$ cat src/sv/msc_pkg.sv
// Package with the shared constants, types and codes of the square-count unit.
`timescale 1ns / 1ps
package msc_pkg;

  localparam int MAX_NUMBER = 4095;
  localparam int NUM_W      = 12;
  localparam int CNT_W      = 3;
  localparam int DEPTH      = MAX_NUMBER + 1;
  localparam int ADDR_W     = (DEPTH > 2) ? $clog2(DEPTH) : 1;
  localparam int SQ_W       = ADDR_W + 2;
  localparam int J_W        = ADDR_W;

  localparam logic [CNT_W-1:0] COUNT_CEILING = CNT_W'(7);
  localparam logic [CNT_W-1:0] COUNT_ZERO    = CNT_W'(0);
  localparam logic [CNT_W-1:0] COUNT_ONE     = CNT_W'(1);

  typedef enum logic [2:0] {
    S_IDLE,
    S_INIT0,
    S_INIT1,
    S_READ,
    S_WRITE,
    S_DONE
  } msc_state_t;

  typedef enum logic [1:0] {
    WR_ZERO,
    WR_ONE,
    WR_BEST
  } msc_wsel_t;

  typedef struct packed {
    logic      start;
    logic      issue;
    logic      wr_en;
    msc_wsel_t wr_sel;
    logic      next_i;
    logic      load_out;
  } msc_cmd_t;

  typedef struct packed {
    logic sq_le_i;
    logic i_is_target;
    logic target_zero;
    logic target_one;
  } msc_status_t;

endpackage

$ cat src/sv/msc_ctrl.sv
// Controller state machine of the square-count unit.
`timescale 1ns / 1ps
module msc_ctrl (
  input  logic                 clk,
  input  logic                 rst_n,
  input  logic                 in_valid,
  output logic                 in_stall,
  output logic                 out_valid,
  input  logic                 out_stall,
  input  msc_pkg::msc_status_t status,
  output msc_pkg::msc_cmd_t    cmd
);

  msc_pkg::msc_state_t state_r, state_nxt;
  logic                out_valid_r, out_valid_nxt;
  logic                out_free;

  assign out_free = !out_valid_r || !out_stall;

  always_ff @(posedge clk) begin
    if (!rst_n) begin
      state_r     <= msc_pkg::S_IDLE;
      out_valid_r <= 1'b0;
    end else begin
      state_r     <= state_nxt;
      out_valid_r <= out_valid_nxt;
    end
  end

  always_comb begin
    state_nxt    = state_r;
    cmd.start    = 1'b0;
    cmd.issue    = 1'b0;
    cmd.wr_en    = 1'b0;
    cmd.wr_sel   = msc_pkg::WR_BEST;
    cmd.next_i   = 1'b0;
    cmd.load_out = 1'b0;

    unique case (state_r)
      msc_pkg::S_IDLE: begin
        if (in_valid) begin
          cmd.start = 1'b1;
          state_nxt = msc_pkg::S_INIT0;
        end
      end
      msc_pkg::S_INIT0: begin
        cmd.wr_en  = 1'b1;
        cmd.wr_sel = msc_pkg::WR_ZERO;
        state_nxt  = status.target_zero ? msc_pkg::S_DONE : msc_pkg::S_INIT1;
      end
      msc_pkg::S_INIT1: begin
        cmd.wr_en  = 1'b1;
        cmd.wr_sel = msc_pkg::WR_ONE;
        state_nxt  = status.target_one ? msc_pkg::S_DONE : msc_pkg::S_READ;
      end
      msc_pkg::S_READ: begin
        if (status.sq_le_i) begin
          cmd.issue = 1'b1;
        end else begin
          state_nxt = msc_pkg::S_WRITE;
        end
      end
      msc_pkg::S_WRITE: begin
        cmd.wr_en  = 1'b1;
        cmd.wr_sel = msc_pkg::WR_BEST;
        if (status.i_is_target) begin
          state_nxt = msc_pkg::S_DONE;
        end else begin
          cmd.next_i = 1'b1;
          state_nxt  = msc_pkg::S_READ;
        end
      end
      msc_pkg::S_DONE: begin
        if (out_free) begin
          cmd.load_out = 1'b1;
          state_nxt    = msc_pkg::S_IDLE;
        end
      end
      default: begin
        state_nxt = msc_pkg::S_IDLE;
      end
    endcase

    if (cmd.load_out) begin
      out_valid_nxt = 1'b1;
    end else if (out_valid_r && !out_stall) begin
      out_valid_nxt = 1'b0;
    end else begin
      out_valid_nxt = out_valid_r;
    end
  end

  assign in_stall  = (state_r != msc_pkg::S_IDLE);
  assign out_valid = out_valid_r;

endmodule

$ cat config.mk
export PLATFORM = sky130hd
export DESIGN_NAME = msc_ctrl
export DESIGN_NICKNAME = d
export VERILOG_FILES = /design/src/sv/msc_pkg.sv /design/src/sv/msc_ctrl.sv
export SDC_FILE = /design/constraint.sdc
export NUM_CORES = 1
export LEC_CHECK = 0
export BUFFER_PORTS_ARGS = -buffer_cell sky130_fd_sc_hd__buf_2
export CAP_MARGIN = 15
export CORE_AREA = 2 2 39 41
export DETAILED_ROUTE_END_ITERATION = 10
export DIE_AREA = 0 0 41 43
export GPL_ROUTABILITY_DRIVEN = 1
export GPL_TIMING_DRIVEN = 1
export MAX_ROUTING_LAYER = met4
export PLACE_DENSITY_LB_ADDON = 0.2
export SLEW_MARGIN = 40
export SYNTH_ARGS = -nofsm -noshare
export SYNTH_HDL_FRONTEND = slang
export SYNTH_SLANG_ARGS = --single-unit
$ cat constraint.sdc
create_clock -name clk -period 1.2 [get_ports clk]
set_input_delay 0.18 -clock clk [delete_from_list [all_inputs] [get_ports clk]]
set_output_delay 0.18 -clock clk [all_outputs]
set_load 0.1 [all_outputs]
==> results.md, run 1 <==
- Run status: finished, violations left
- Failing checks: setup timing
- Total Routing Usage GR: roughly 16%
- Number of top-level pins: 17
- Post-Syn Area: ~330 sq um
- Maximum number of pins on one net before global-route repair: 7
- Critical path class: register to output port
- Leak pwr: slightly above 0.3 nW
- Number of fill cells: 128
- Post-Route M1 WL: 426 microns
- Most common cell after layout, fill and taps aside: sky130_fd_sc_hd__buf_12
- CP Capture Type: output port
- Setup Skew: 0.00183 ns
- Mean routed wirelength per cell: ~13 microns
- Worst hold slack after final layout: 0.199 ns
- Iteration-0 DRC Markers: 4
- Wire length on met2: between 600 and 700 microns
- Distinct cell type count after synthesis: 25
- Most frequent cells in the layout: sky130_fd_sc_hd__buf_12, sky130_fd_sc_hd__buf_2, sky130_fd_sc_hd__buf_6, sky130_fd_sc_hd__buf_4, sky130_fd_sc_hd__dfxtp_4
- Cell at the slowest stage of the critical path: sky130_fd_sc_hd__or3_4
- Sequential cell area fraction in the yosys report: 24.2%
- Standard cell core area: 1380 sq um
- Synth area leader: sky130_fd_sc_hd__dfxtp_1
- Die Span Y: 43 microns
- Clock tree from TritonCTS: yes
- Slew at the pin with the worst max-slew slack: approximately 0.24 ns
- Final core utilization: 56.1%
- Clock root buffer master: sky130_fd_sc_hd__clkbuf_4
- Antenna-violating nets left: 0
- Final hold vios: 0
- Total negative slack: -1.70 ns
- Count of maximum capacitance violations: 0
- Residual overflow from global routing: 0
- Via count of the first global-routing pass: roughly 450
- Worst-Skew Late Latency: about 0.24 ns
- PnR worst setup slack: -0.282 ns
- Number of standard cells in the final layout excluding fillers: 86
- Pre-Repair DR Iteration Count: 4
- Headroom to the max-slew limit: 84.0%
- Count of input and output buffers: 16
- CTS HTree Levels: 1
- Crit path cell chain: or3_4 -> nor2_4 -> buf_12
- Instance area at placement: 637 sq um
- Design Area, Final: 776 sq um
- Final number of setup-violating endpoints: 9
- Worst vdd rail ir drop: 1.33 mV
- Highest clock frequency the design can meet: 675 MHz
- DIE AREA: between 1500 and 2000 sq um
- Hpwl dp: between 700 and 800 microns
- Element type at the critical path start: register
- Routed vias/inst: 4.98
- Sinks on the clock net: 4
- Final period util: 124%
- Mean instance size in the synthesized netlist: 8.06 sq um
- Largest cells by area after synthesis: sky130_fd_sc_hd__dfxtp_1, sky130_fd_sc_hd__buf_6, sky130_fd_sc_hd__a21oi_1, sky130_fd_sc_hd__nand2b_1, sky130_fd_sc_hd__o31a_1
- Delay of the slowest cell on the worst path: around 0.4 ns
- Number of antenna violations at the first check in global routing: 0
- Gp weighted congestion: approximately 0.74
- Data arrival time of the worst path: roughly 1.3 ns
- Worst path required time: 1.02 ns
- Maximum fanout encountered on the critical timing path: 5
- Net count, final: 79
- RSZ-0062 raised after global routing: true
- Global-route wire length before repair: 1810 microns
- Area Growth Syn to Fin: 135%
- Number of placement rows: 14
- Initial standard-cell utilization of the core: a little under a quarter
- Number of cells in the design after placement: 75
- Met3 Wirelength: around 67 microns
- DRC Markers: 0
- Clock slew at the register clock pins of the worst setup and hold paths: 0.04 ns
- Die Width: 41 microns
- Vias post-DR: between 400 and 500
- Pwr/cell area: roughly 1600 nW/um^2
- Class of the worst hold path: primary input to register
- Share of Yosys cell area claimed by the top area cell type: 24.2%
- Layout cells sized above 1: 71.4%
- Inserted Diodes: 0
- Number of CTS-inserted buffers: 3
- Tmin final: 1.48 ns
- Register bit total from synthesis: 4
- Yosys synthesis warning count: 0
- Buffer depth of the longest clock path: 2
- Syn Nets: 49
- Pins Over Slew Limit: 0
- Drt total wl: approximately 1100 microns
- DR top layer: met4
- Mapped Cells: 41
## logic make-up (layout without fill, tap and decap cells)
| kind of cell | Yosys count | in the layout | synth area share, % |
|---|---|---|---|
| AOI/OAI and AO/OA | 11 | 11 | 23.1 |
| xor gates and xnor gates | 1 | 1 | 2.65 |
| DFF | 4 | 4 | 24.2 |
| buffers and inverters | 7 | 36 | 14.0 |
| and+or+nand+nor | 18 | 18 | 36.0 |
## sequential cells by signal (all words and copies together) (netlist names)
signal     cells
out_valid      1
state_r        3
## path summary, 6_finish.rpt
path	from	to	slack [ns]	cells past startpoint
setup / recovery	state_r[0]$_SDFFE_PN0P_	cmd[6]	-0.28	3
hold reg to reg	out_valid$_SDFFE_PN0P_	out_valid$_SDFFE_PN0P_	0.51	2
hold / removal	rst_n	state_r[0]$_SDFFE_PN0P_	0.20	2
setup reg to reg	state_r[0]$_SDFFE_PN0P_	state_r[2]$_SDFFE_PN0P_	-0.09	5
## synth_stat cells
master and n:
sky130_fd_sc_hd__o31a_1 2, sky130_fd_sc_hd__a211oi_1 1, sky130_fd_sc_hd__buf_6 2, sky130_fd_sc_hd__nand2_1 1, sky130_fd_sc_hd__buf_2 1, sky130_fd_sc_hd__nor3_1 2
sky130_fd_sc_hd__nor2_1 2, sky130_fd_sc_hd__nand4bb_1 1, sky130_fd_sc_hd__inv_2 1, sky130_fd_sc_hd__nand3_1 2, sky130_fd_sc_hd__or3b_1 2, sky130_fd_sc_hd__nand3b_1 2
sky130_fd_sc_hd__inv_1 2, sky130_fd_sc_hd__dfxtp_1 4, sky130_fd_sc_hd__buf_4 1, sky130_fd_sc_hd__xor2_1 1, sky130_fd_sc_hd__o311a_1 1, sky130_fd_sc_hd__nand4b_1 1
sky130_fd_sc_hd__nand2b_1 3, sky130_fd_sc_hd__o21ai_0 1, sky130_fd_sc_hd__o32ai_1 1, sky130_fd_sc_hd__a21oi_1 4, sky130_fd_sc_hd__or3_1 1, sky130_fd_sc_hd__a21boi_0 1
sky130_fd_sc_hd__and4b_1 1
## through the flow
stage | worst slack (ns) | power (mW)
2_1_floorplan | -0.522 | 0.727
3_3_place_gp | -0.0766 | 0.996
3_5_place_dp | -0.101 | 0.997
4_1_cts | -0.289 | 1.27
5_1_grt | -0.324 | 1.33
6_report | -0.282 | 1.28
## critical path, delay by kind of cell, from the launching register on
kind                   cells  cell delay [ns]
AND/OR/NAND/NOR            2             0.52
flip-flops                 1             0.35
buffers and inverters      1             0.18
## per-layer routing
metal  track usage, %  vias to the layer above
li1                 -                      207
met1             16.3                      203
met2             24.7                       15
met3             4.71                        3
met4             8.00                        0
met5                -                        -
## repair_timing
action | in CTS | in global routing
setup endpoints to repair | 11 | 11
hold buffers | 0 | 0
gates resized for setup | 17 | 3
setup buffers | 7 | 1
pin swaps | 5 | 4
## power by group
group | total, mW | switching (mW) | internal [mW]
Clock | 0.190 | 0.0646 | 0.125
Combinational | 0.907 | 0.530 | 0.377
Sequential | 0.178 | 0.0269 | 0.151
## cell type report
class	instances	area (sq um)	area share [%]
inverter	3	11.3	1.45
clock buffer	4	26.3	3.39
multi-input combinational	30	290	37.4
sequential	4	95.1	12.3
timing repair buffer	29	333	42.9
tap	16	20.0	2.58
No activity file was read; power rests on OpenSTA's default activity.
==> inputs of run 2 (changes only) <==
--- a/config.mk
+++ b/config.mk
@@ -5,6 +5,7 @@
 export SDC_FILE = /design/constraint.sdc
 export NUM_CORES = 1
 export LEC_CHECK = 0
+export ABC_AREA = 1
 export BUFFER_PORTS_ARGS = -buffer_cell sky130_fd_sc_hd__buf_2
 export CAP_MARGIN = 15
 export CORE_AREA = 2 2 39 41
==> results.md, run 2 <==
- Run status: finished, violations left
- Failing checks: setup timing
- Iteration-0 DRC Markers: 4
- Mean instance size in the synthesized netlist: 6.08 sq um
- Syn Nets: 58
- Clock slew at the register clock pins of the worst setup and hold paths: 0.04 ns
- Largest cells by area after synthesis: sky130_fd_sc_hd__dfxtp_1, sky130_fd_sc_hd__inv_1, sky130_fd_sc_hd__nand2_1, sky130_fd_sc_hd__a21oi_1, sky130_fd_sc_hd__nand3_1
- Clock root buffer master: sky130_fd_sc_hd__clkbuf_4
- Delay of the slowest cell on the worst path: approximately 0.37 ns
- Data arrival time of the worst path: 1.35 ns
- CP Capture Type: output port
- Total Routing Usage GR: 14.1%
- Final period util: 128%
- Hold path depth: 3
- Register bit total from synthesis: 4
- Area Growth Syn to Fin: 174%
- Sequential cell area fraction in the yosys report: 26.3%
- Tmin final: 1.53 ns
- Mapped Cells: 50
- Most frequent cells in the layout: sky130_fd_sc_hd__buf_4, sky130_fd_sc_hd__buf_12, sky130_fd_sc_hd__buf_2, sky130_fd_sc_hd__buf_6
- Pre-Repair DR Iteration Count: 4
- Share of Yosys cell area claimed by the top area cell type: 26.3%
- Hold buffers post-CTS: 0
- Layout cells sized above 1: 72.4%
- Post-synth EDFFs: 0
- Most frequently used flop master after synthesis: sky130_fd_sc_hd__dfxtp_1
- Final hold vios: 0
- Number of standard cells in the final layout excluding fillers: 103
- Worst hold slack after final layout: 0.237 ns
- Net count, final: 96
- Cell with the most instances after synthesis: sky130_fd_sc_hd__inv_1
- Setup Skew: around 0.0074 ns
- Maximum fanout encountered on the critical timing path: 3
- Cell at the slowest stage of the critical path: sky130_fd_sc_hd__dfxtp_4
- Pins Over Slew Limit: 0
- Antenna-violating nets left: 0
- Worst vdd rail ir drop: 1.03 mV
- Count of input and output buffers: 16
- Headroom to the max-slew limit: between 80% and 90%
- Number of placement rows: 14
- Crit path cell chain: inv_4 -> nand3_4 -> clkinvlp_4 -> or2_4 -> inv_12 -> nand2_8 -> buf_12
- Number of CTS-inserted buffers: 3
- Most frequent cells after synthesis: sky130_fd_sc_hd__inv_1, sky130_fd_sc_hd__nand2_1, sky130_fd_sc_hd__a21oi_1, sky130_fd_sc_hd__nand3_1
- Worst slack at placement: -0.109 ns
- Residual overflow from global routing: 0
- Yosys synthesis warning count: 0
- Number of antenna violations at the first check in global routing: 0
- Distinct cell type count after synthesis: 15
- Leak pwr: 0.364 nW
- Number of top-level pins: 17
- Count of maximum capacitance violations: 0
- Total negative slack: -1.88 ns
- Element type at the critical path start: register
- DRC Markers: 0
- Maximum number of pins on one net before global-route repair: 7
- Hpwl dp: 798 microns
- Post-Syn Area: 304 sq um
- Sinks on the clock net: 4
- Final number of setup-violating endpoints: 10
- DIE AREA: 1760 sq um
- Pwr/cell area: 2160 nW/um^2
- Synth area leader: sky130_fd_sc_hd__dfxtp_1
- Class of the worst hold path: primary input to register
- Die Width: 41 microns
- Routed vias/inst: 4.31
- Cell depth of the worst flop-to-flop path: 8
- Clock tree from TritonCTS: yes
- Inserted Diodes: 0
- Number of cells in the design after placement: 93
- Mean routed wirelength per cell: 10.1 microns
- Drt total wl: 1040 microns
- Gp weighted congestion: 0.797
- Share of flip-flops with an asynchronous set or reset after synthesis: 0%
- Final Power: 1.81 mW
- Global-route wire length before repair: 1670 microns
- Vias post-DR: around 440
- PnR worst setup slack: -0.332 ns
- Number of fill cells: 116
- CTS HTree Levels: 1
- Critical path class: register to output port
- Most common cell after layout, fill and taps aside: sky130_fd_sc_hd__buf_4
- Via count of the first global-routing pass: 428
- Worst-Skew Late Latency: 0.24 ns
- Worst path required time: 1.02 ns
- Slew at the pin with the worst max-slew slack: between 0.15 and 0.2 ns
- Die Span Y: 43 microns
- Highest clock frequency the design can meet: between 600 and 700 MHz
- Flip-flop count of the largest register, all copies and words added: 3
- RSZ-0062 raised after global routing: true
- Standard cell core area: 1380 sq um
- Biggest register: state_r
- Initial standard-cell utilization of the core: roughly 22%
- Buffer depth of the longest clock path: 2
run 2: cells by family after synthesis:
| group | share of synthesized area, % |
|---|---|
| buffers and inverters | 16.1 |
| flip-flops | 26.3 |
| AO/OA/AOI/OAI | 10.7 |
| AND/OR/NAND/NOR | 46.9 |
run 2: cell type report:
type	count	area (sq um)	share of cell area (%)
Inverter	11	70.1	8.40
Multi-Input combinational cell	34	246	29.5
Timing Repair Buffer	34	377	45.1
Clock buffer	4	26.3	3.15
Sequential cell	4	95.1	11.4
Tap cell	16	20.0	2.40
run 2: per-layer routing:
metal | up-vias | global-route usage, % | part of all wire, %
met5 | - | - | 0
met4 | 0 | 6.00 | 0
met3 | 0 | 2.09 | 5.2
met2 | 10 | 24.4 | 59
met1 | 201 | 14.8 | 36
li1 | 233 | - | -
run 2: worst max-delay path, delay by kind of cell (launching register included):
family	cells	cell delay [ns]
buf+inv	4	0.35
flops	1	0.37
simple gates	3	0.38
run 2: worst paths after layout:
| kind | start | end | slack (ns) |
|---|---|---|---|
| max | state_r[2]$_SDFFE_PN0P_ | cmd[4] | -0.33 |
| max reg2reg | state_r[2]$_SDFFE_PN0P_ | state_r[2]$_SDFFE_PN0P_ | -0.04 |
| min reg2reg | out_valid$_SDFFE_PN0P_ | out_valid$_SDFFE_PN0P_ | 0.56 |
| min | rst_n | state_r[1]$_SDFFE_PN0P_ | 0.24 |
run 2: stage by stage:
step | instance area (sq um) | util, %
global route | 835 | 60.3
finish | 835 | 60.3
global placement | 707 | 51.1
floorplan | 389 | -
CTS | 800 | 57.8
detailed placement | 707 | 51.1
run 2: where the power goes:
part	internal [mW]	switching, mW
registers	0.163	0.0437
logic	0.589	0.826
clock network	0.125	0.0584
total	0.877	0.928
run 2: what timing repair did:
item,CTS,global route
endpoints found under the setup margin,8,10
setup buffers,6,3
pin swaps,6,5
gates resized for setup,7,8
gates cloned,0,0
==> inputs of run 3 (changes only) <==
==> constraint.sdc (replaced) <==
create_clock -name clk -period 1.2 [get_ports clk]
set_input_delay 0.06 -clock clk [delete_from_list [all_inputs] [get_ports clk]]
set_output_delay 0.06 -clock clk [all_outputs]
set_load 0.1 [all_outputs]
==> results.md, run 3 (same netlist as run 2, synthesis figures left out) <==
- Headroom to the max-slew limit: between 60% and 70%
- Biggest register: state_r
- Hpwl dp: 702 microns
- Switching power share of the total: between 50% and 60%
- DRC Markers: 0
- Tmin final: 1.41 ns
- Worst vdd rail ir drop: 1.24 mV
- Power share of the clock group: between 10% and 20%
- Number of CTS-inserted buffers: 3
- Vias post-DR: 434
- PnR worst setup slack: -0.206 ns
- Highest clock frequency the design can meet: 711 MHz
- Sinks on the clock net: 4
- Failing checks: setup timing
- Data arrival time of the worst path: 1.35 ns
- Final number of setup-violating endpoints: 10
- Crit path cell chain: inv_4 -> nand3_4 -> clkinvlp_4 -> or2_4 -> inv_12 -> nand2_8 -> buf_12
- Flip-flop count of the largest register, all copies and words added: 3
- Pins Over Slew Limit: 0
- DIE AREA: 1760 sq um
- Final period util: 117%
- Delay of the slowest cell on the worst path: 0.38 ns
- Iteration-0 DRC Markers: 11
- Mean routed wirelength per cell: 9.57 microns
- Die Width: roughly 41 microns
- Pre-Repair DR Iteration Count: 4
- Family of cells with the greatest summed delay on the critical path: flip-flops
- Count of maximum capacitance violations: 0
- Cell at the slowest stage of the critical path: sky130_fd_sc_hd__dfxtp_4
- Element type at the critical path start: register
- Drt total wl: 957 microns
- Initial standard-cell utilization of the core: 22.0%
- Maximum fanout encountered on the critical timing path: 4
- Number of antenna violations at the first check in global routing: 0
- RSZ-0062 raised after global routing: true
- Most frequent cells in the layout: sky130_fd_sc_hd__buf_4, sky130_fd_sc_hd__buf_2, sky130_fd_sc_hd__buf_12
- Global-route wire length before repair: 1510 microns
- Buffer depth of the longest clock path: 2
- Die Span Y: 43 microns
- Pwr/cell area: 2200 nW/um^2
- Final hold vios: 0
- Worst-Skew Late Latency: between 0.2 and 0.25 ns
- Maximum number of pins on one net before global-route repair: 8
- Clock slew at the register clock pins of the worst setup and hold paths: 0.05 ns
- Net count, final: 93
- Worst slack at placement: 0.00582 ns
- Layout cells sized above 1: 70.2%
- Run status: finished, violations left
- Antenna-violating nets left: 0
- Inserted Diodes: 0
- Number of placement rows: 14
- Total Routing Usage GR: 12.2%
- Gp weighted congestion: just under 0.8
- Class of the worst hold path: primary input to register
- CP Capture Type: output port
- Number of buffers and inverters on the critical path: 4
- Residual overflow from global routing: 0
- Part of the power in registers: 12.0%
- Via count of the first global-routing pass: 435
- Number of top-level pins: 17
- Clock tree from TritonCTS: yes
- Count of input and output buffers: 16
- Most common cell after layout, fill and taps aside: sky130_fd_sc_hd__buf_4
- Hold buffers post-CTS: 0
- Routed vias/inst: approximately 4.3
- Final core utilization: 57.8%
- Sw power: roughly 0.93 mW
- Cell-internal power: 0.831 mW
- Standard cell core area: 1380 sq um
- Worst path required time: 1.14 ns
- Power share of the combinational group: 77.7%
- Slew at the pin with the worst max-slew slack: 0.483 ns
- Leak pwr: 0.344 nW
- Critical path class: register to output port
- CTS HTree Levels: 1
- Setup Skew: around 0.012 ns
- Clock root buffer master: sky130_fd_sc_hd__clkbuf_4
- Area Growth Syn to Fin: 163%
run 3: cell count changes in the layout (fill, tap and decap cells not counted), sizes merged:
cell  before  now
buf       34   31
run 3: final timing paths:
path | to | startpoint | cells after the start | slack (ns)
max | cmd[4] | state_r[0]$_SDFFE_PN0P_ | 7 | -0.21
min | state_r[0]$_SDFFE_PN0P_ | rst_n | 3 | 0.1
max reg2reg | state_r[0]$_SDFFE_PN0P_ | state_r[0]$_SDFFE_PN0P_ | 6 | -0.04
min reg2reg | out_valid$_SDFFE_PN0P_ | out_valid$_SDFFE_PN0P_ | 2 | 0.54
run 3: power by group through the flow:
stage               registers, mW  logic, mW  clock network, mW
global route                0.213       1.42              0.201
CTS                         0.209       1.28              0.188
floorplan                   0.216      0.811                  0
finish                      0.211       1.37              0.181
detailed placement          0.212       1.20                  0
global placement            0.213       1.19                  0
run 3: cell type report:
cell class,instances,area (sq um)
multi-input cells,34,268
fillers,141,584
inverters,11,70.1
clock buffers,4,26.3
repair buffers,31,320
well taps,16,20.0
flip-flops and latches,4,95.1
run 3: through the flow:
step | TNS, ns | cell area (sq um) | power [mW] | hold slack [ns] | std cells
2_1_floorplan | -1.49 | 389 | 1.03 | 0.220 | 50
3_3_place_gp | 0 | 639 | 1.41 | 0.345 | 86
3_5_place_dp | 0 | 639 | 1.41 | 0.355 | 86
4_1_cts | -0.896 | 744 | 1.67 | 0.109 | 95
5_1_grt | -1.35 | 800 | 1.84 | 0.121 | 100
6_report | -0.900 | 800 | 1.76 | 0.0970 | 100
run 3: per-layer routing:
layer	GRT usage, %	vias up	routed length, microns
li1	-	230	-
met3	2.09	0	40
met5	-	-	0
met1	11.2	194	347
met4	4.00	0	0
met2	23.1	10	569
run 3: worst register-to-register path, delay by kind of cell (launching register included):
family | cells | cell delay [ns]
DFF | 1 | 0.36
AOI/OAI and AO/OA | 1 | 0.06
and+or+nand+nor | 2 | 0.26
buffers and inverters | 3 | 0.46
run 3: what timing repair did:
item	4_1_cts	5_1_grt
resized for setup	8	5
setup endpoints to repair	6	9
pin swaps	5	2
setup buffers	5	6
